## config.mk

```make
export PLATFORM = sky130hd
export DESIGN_NAME = mp2d_cell
export DESIGN_NICKNAME = d
export VERILOG_FILES = /design/src/sv/mp2d_pkg.sv /design/src/sv/mp2d_cell.sv
export SDC_FILE = /design/constraint.sdc
export NUM_CORES = 1
export LEC_CHECK = 0
export ABC_AREA = 1
export BUFFER_PORTS_ARGS = -buffer_cell sky130_fd_sc_hd__buf_2
export CAP_MARGIN = 10
export CORE_MARGIN = 5
export CORE_UTILIZATION = 51
export CTS_BUF_LIST = sky130_fd_sc_hd__clkbuf_2 sky130_fd_sc_hd__clkbuf_4 sky130_fd_sc_hd__clkbuf_8
export DETAILED_ROUTE_END_ITERATION = 8
export PLACE_DENSITY = 0.95
export SLEW_MARGIN = 5
export SYNTH_ARGS = -nofsm -noshare
export SYNTH_HDL_FRONTEND = slang
export SYNTH_SLANG_ARGS = --single-unit
```

## constraint.sdc

```tcl
create_clock -name clk -period 4.28 [get_ports clk]
set_input_delay 0.642 -clock clk [delete_from_list [all_inputs] [get_ports clk]]
set_output_delay 0.642 -clock clk [all_outputs]
set_load 0.005 [all_outputs]
```

## src/sv/mp2d_pkg.sv

```systemverilog
package mp2d_pkg;

	localparam int MAX_COLS_DEF   = 2048;
	localparam int MAX_WINDOW_DEF = 8;
	localparam int PIXEL_BITS_DEF = 16;

	localparam int CFG_W     = 12;    // widest configuration register
	localparam int IDX_W     = 11;    // output row / column index
	localparam int IW        = 13;    // internal coordinate arithmetic
	localparam int ROW_LIMIT = 2048;
	localparam int STRIDE_MAX = 15;

	localparam logic [1:0] REG_ROWS   = 2'd0;
	localparam logic [1:0] REG_COLS   = 2'd1;
	localparam logic [1:0] REG_WIN    = 2'd2;
	localparam logic [1:0] REG_STRIDE = 2'd3;

	// zero acts as one, large values saturate at hi
	function automatic logic [IW-1:0] clamp_cfg(input logic [CFG_W-1:0] v,
		input logic [IW-1:0] hi);
		logic [IW-1:0] ext;
		ext = IW'(v);
		if (v == '0) begin
			return IW'(1);
		end else if (ext > hi) begin
			return hi;
		end
		return ext;
	endfunction

endpackage

```

## src/sv/mp2d_cell.sv

```systemverilog
module mp2d_cell #(
	parameter int MAX_WINDOW = mp2d_pkg::MAX_WINDOW_DEF,
	parameter int PIXEL_BITS = mp2d_pkg::PIXEL_BITS_DEF,
	parameter int DW         = $clog2(MAX_WINDOW)
) (
	input  logic                                   clk,
	input  logic                                   shift,
	input  logic [MAX_WINDOW-1:0][PIXEL_BITS-1:0] col_in,
	output logic [MAX_WINDOW-1:0][PIXEL_BITS-1:0] col_out,
	input  logic [DW-1:0]                          dsel,
	input  logic                                   take,
	input  logic [PIXEL_BITS-1:0]                  acc_in,
	output logic [PIXEL_BITS-1:0]                  acc_out
);
	import mp2d_pkg::*;

	logic [MAX_WINDOW-1:0][PIXEL_BITS-1:0] col_q;
	logic [PIXEL_BITS-1:0]                 sel;

	always_ff @(posedge clk) begin
		if (shift) begin
			col_q <= col_in;
		end
	end

	assign col_out = col_q;
	assign sel     = col_q[dsel];
	assign acc_out = (take && sel > acc_in) ? sel : acc_in;

endmodule

```

==> results of run 1 <==
worst max-delay path, cell delays in order:
cell and delay (ns):
buf_2 0.13, inv_2 0.25, buf_4 0.31, o21ai_0 0.11, o22ai_1 0.17, nand2_1 0.08
nand2_1 0.11, ha_1 0.26, a21oi_1 0.15, o21ai_0 0.11, a21oi_1 0.22, nand2_4 0.19
nand2_8 0.18, nand2_1 0.08, nand2_1 0.07, buf_2 0.11
final cells by class:
type                       count  share of cell area
sequential                   128               0.504
multi-input combinational    310               0.205
timing repair buffer         300               0.203
clock buffer                  18              0.0317
tap                          140              0.0230
clock inverter                14              0.0215
inverter                      25              0.0123
metrics by stage:
| stage | instance area, um2 | worst slack (ns) | util |
|---|---|---|---|
| 5_1_grt | 7630 | 0.240 | 0.703 |
| 6_report | 7630 | 0.458 | 0.703 |
| 3_3_place_gp | 7220 | 0.358 | 0.666 |
| 3_5_place_dp | 7220 | 0.256 | 0.666 |
| 4_1_cts | 7620 | 0.239 | 0.703 |
| 2_1_floorplan | 5660 | 1.24 | - |
worst paths after layout:
kind                      end  cells past startpoint  slack, ns
setup / recovery   acc_out[0]                     16       0.46
hold / removal    col_out[25]                      1       0.37
logic make-up (layout without fill, tap and decap cells):
kind of cell    count (synthesis)  count (layout)  share of synthesized area
buf+inv                        51             357                     0.0451
compound gates                105             105                      0.100
simple gates                  189             189                      0.140
fa+ha+maj                      16              16                     0.0354
flops                         128             128                      0.679
power groups by stage:
| stage | clock network, uW | logic (uW) | registers, uW |
|---|---|---|---|
| global placement | 0 | 475 | 1570 |
| floorplan | 0 | 207 | 1580 |
| CTS | 1080 | 492 | 1550 |
| finish | 1070 | 492 | 1550 |
| detailed placement | 0 | 489 | 1580 |
| global route | 1150 | 544 | 1560 |
routing by layer:
layer / vias up / share of wire
met5: - / 0.00075
met4: 4 / 0.031
met3: 44 / 0.11
met2: 333 / 0.50
met1: 2325 / 0.35
li1: 2316 / -
placed cells by master, fill, tap and decap left out, types with 16 or more instances in the layout:
cell type / instances
buf_2: 292
clkbuf_8: 17
edfxtp_1: 128
ha_1: 16
inv_1: 20
nand2_1: 85
nand3_1: 17
nor2_1: 70
o21ai_0: 24
o21ai_1: 43
o22ai_1: 30
==> impl_metrics.tcl, run 1 <==
set metrics [dict create \
    critPathRequiredTime_ns 3.64 \
    cp.arrival_ns 3.18 \
    grt_pass1_wl_mm 26.9 \
    async_flop_share 0 \
    fin_cells 935 \
    crit_fanout 20 \
    total_power_uw 3110 \
    crit_start "dsel[0]" \
    met3_usage 0.0995 \
    combPwrFrac 0.158 \
    crit_path_end_kind "output pin" \
    min_from "col_in[25]" \
    setup.worst_path.start_class "input pin" \
    dp.cells 903 \
    switching_share 0.267 \
    seq_power_share 0.499 \
    clk_pin_slew_worst_paths_ns 0.08 \
    routed_via_density 5.37 \
    setup_violations 0 \
    final.period_utilization 0.893 \
    whs_ns 0.369 \
    gr-usage-met1 0.318 \
    multi_input_area_um2 1560 \
    die_x_um 115 \
    synth_warnings 0 \
    antenna_left 0 \
    clockPowerShare 0.343 \
    hold_buffers 0 \
    ys_ff_latch 128 \
    cts_tree "done" \
    cts-root-buf "clkbuf_8" \
    synth_nets 655 \
    relSlewSlack 0.225 \
    num-fill-cells 766 \
    hp-class "in -> reg" \
    track_usage 0.276 \
    p_leak_uw 0.00350 \
    synth_top_cell_area_share 0.679 \
    synth_cell_types 25 \
    ir_worst_vdd_mv 0.342 \
    drive_gt1_frac 0.442 \
    numCtsBuffers 17 \
    finalHoldViolCount 0 \
    initial_core_util 0.522 \
    period_needed_ns 3.82 \
    grt_use_met2 0.468 \
    grt_overflow_total 0 \
    ys_top_cells_by_count "128 x edfxtp_1, 85 x nand2_1, 70 x nor2_1" \
    power.switching_uw 831 \
    synth_cells 489 \
    finalMaxSlewViolations 0 \
    firstDrtPassIters 5 \
    die_area_um2 13300 \
    ys.flop_type "edfxtp_1" \
    coreArea_um2 10800 \
    grt_pass1_vias 4997 \
    ios 294 \
    synth_area_leaders "edfxtp_1 68%, nand2_1 5.6%, nor2_1 4.6%" \
    ctsResizeCount 0 \
    status "complete, no violations" \
    fin_nets 948 \
    synth_edf_count 128 \
    gp_congestion 0.872 \
    largest_register_ffs 128 \
    syn_area_per_cell_um2 11.6 \
    rows 38 \
    numPortBuffers 293 \
    ys_seq_area_frac 0.679 \
    area_growth_pct 34.8 \
    grt_start_max_net_pins 94 \
    drt_iter0_markers 514 \
    syn-cell-area_um2 5660 \
    crit_type "in -> out" \
    cts.sinks 128 \
    p_int_uw 2280 \
    setup_tns_ns 0 \
    register_area_um2 3840 \
    hpwl_mm 14.1 \
    htree_levels 4 \
    busiest_layer "met2" \
    die_h_um 115 \
    routedWlPerCell_um 19.9 \
    drv_cap 0 \
    cts_setup_buffers 0 \
    antenna_found_initial 2 \
    diodes 0 \
    yosys.area.top_type "edfxtp_1" \
    via_count 5022 \
    cts_buffer_depth 2 \
    fmaxAchievable_mhz 262 \
    drt_drc_violations_left 0 \
    yosys.cell_count.top_type "edfxtp_1" \
    rsz0062_at_grt "no" \
    max_slew.worst_pin.slew_ns 1.16 \
    p_per_area_nw_per_um2 408 \
    drt-total-wl_mm 18.6 \
]
No activity file was read; power rests on OpenSTA's default activity.
==> inputs of run 2 (changes only) <==
--- a/config.mk
+++ b/config.mk
@@ -8,11 +8,11 @@
 export ABC_AREA = 1
 export BUFFER_PORTS_ARGS = -buffer_cell sky130_fd_sc_hd__buf_2
 export CAP_MARGIN = 10
-export CORE_MARGIN = 5
-export CORE_UTILIZATION = 51
+export CORE_AREA = 2 2 115 117
 export CTS_BUF_LIST = sky130_fd_sc_hd__clkbuf_2 sky130_fd_sc_hd__clkbuf_4 sky130_fd_sc_hd__clkbuf_8
 export DETAILED_ROUTE_END_ITERATION = 8
-export PLACE_DENSITY = 0.95
+export DIE_AREA = 0 0 117 119
+export PLACE_DENSITY = 0.88
 export SLEW_MARGIN = 5
 export SYNTH_ARGS = -nofsm -noshare
 export SYNTH_HDL_FRONTEND = slang
==> run 2 against run 1 <==
Against the previous run:
- non-clock buffer count down 3
- setup slack better by 0.0076 ns
- die area up 4.7%
- flip-flop and latch count unchanged
- sequential share of layout area down 0.46 points
- total power up 2.5%
- hold slack better by 0.011 ns
- clock power up 7%
- routed wire length down 6.1%
- critical endpoint is now acc_out[2]
- largest cell class unchanged
- highest routed layer is now met4
==> impl_metrics.tcl, run 2 (synthesized netlist as in run 1, its figures left out) <==
set metrics [dict create \
    drt_iter0_markers 366 \
    setup.worst_path.start_class "input pin" \
    setup_violations 0 \
    die_x_um 117 \
    hpwl_mm 12.8 \
    drt_drc_violations_left 0 \
    rows 42 \
    hp-class "in -> reg" \
    drive_gt1_frac 0.442 \
    grt_pass1_wl_mm 25.4 \
    setup_ws_ns 0.466 \
    ios 294 \
    crit_fanout 31 \
    final_common_cell "buf_2" \
    drv_cap 0 \
    cts-root-buf "clkbuf_8" \
    fin_nets 945 \
    cts_buffer_depth 2 \
    status "complete, no violations" \
    routedWlPerCell_um 18.0 \
    p_per_area_nw_per_um2 415 \
    numPortBuffers 293 \
    fmaxAchievable_mhz 262 \
    grt_start_max_net_pins 70 \
    drt-total-wl_mm 17.5 \
    finalHoldViolCount 0 \
    finalMaxSlewViolations 0 \
    p_leak_uw 0.00351 \
    largest_register_ffs 128 \
    initial_core_util 0.440 \
    numCtsBuffers 17 \
    cts_tree "done" \
    final_cell_mix "292 x buf_2, 128 x edfxtp_1, 85 x nand2_1" \
    setup_tns_ns 0 \
    cp.arrival_ns 3.17 \
    grt_pass1_vias 4964 \
    diodes 0 \
    clk_pin_slew_worst_paths_ns 0.08 \
    routed_via_density 5.14 \
    relSlewSlack 0.402 \
    gp_congestion 0.897 \
    pre_cts_ws_ns 0.233 \
    crit_path_end_kind "output pin" \
    max_slew.worst_pin.slew_ns 0.897 \
    cts.sinks 128 \
    crit_type "in -> out" \
    cts_setup_buffers 0 \
    period_needed_ns 3.81 \
    rsz0062_at_grt "no" \
    via_count 4971 \
    htree_levels 4 \
    die_area_um2 13900 \
    antenna_left 0 \
    final.period_utilization 0.891 \
    die_h_um 119 \
    grt_overflow_total 0 \
    critPathRequiredTime_ns 3.64 \
    firstDrtPassIters 5 \
    ir_worst_vdd_mv 0.624 \
    area_growth_pct 36.0 \
    antenna_found_initial 0 \
    track_usage 0.250 \
    coreArea_um2 12900 \
]
run 2: changes by cell type in the layout (fill, tap and decap cells not counted):
cell / change
buf_4: -4
clkinv_1: -3
clkinv_4: +3
clkinvlp_4: -3
buf_12: +1
bufinv_16: +1
clkbuf_4: -1
inv_6: +1
inv_8: +1
run 2: path summary, 6_finish.rpt:
path / from / endpoint / cells past startpoint
setup / recovery: dsel[1] / acc_out[2] / 15
hold / removal: col_in[36] / col_out[36] / 1
run 2: where the power goes:
group / switching (uW) / internal, uW
clock: 509 / 644
sequential: 58.9 / 1490
combinational: 277 / 209
run 2: area by class of cell:
cell class	count	area (um2)
clock buffer	17	234
timing repair buffer	297	1540
inverter	25	93.8
multi-input combinational	310	1560
sequential	128	3840
tap	176	220
fill	1074	5180
clock inverter	14	206
run 2: stage by stage:
stage                     utilization  std cells  total power (uW)  cell area [um2]  hold slack [ns]
after CTS                       0.598        967              3210             7690            0.346
after global routing            0.598        967              3320             7700            0.337
after global placement          0.563        936              2050             7250            0.818
after floorplan                     -        489              1780             5660            0.741
after detailed placement        0.563        936              2060             7250            0.820
final                           0.598        967              3190             7700            0.380
run 2: timing repair:
item | 4_1_cts | 5_1_grt
endpoints found under the setup margin | 0 | 16
resized for setup | 0 | 1
hold buffers | 0 | 0
run 2: worst max-delay path, stage by stage:
cell	delay (ns)
buf_2	0.11
inv_2	0.42
o21ai_0	0.18
o22ai_1	0.23
nand2_1	0.09
nand2_1	0.17
ha_1	0.27
nand2_1	0.12
nor2_2	0.06
nand4_1	0.08
o21a_2	0.38
nand2_8	0.16
nand2_1	0.09
nand2_1	0.05
buf_2	0.12
run 2: per-layer routing:
metal  vias to the layer above  global-route usage  wire, um
met5                         -                   0         0
met4                         0               0.107       490
met3                        41              0.0926      1700
met2                       309               0.410      8620
met1                      2304               0.293      6640
li1                       2317                   -         -
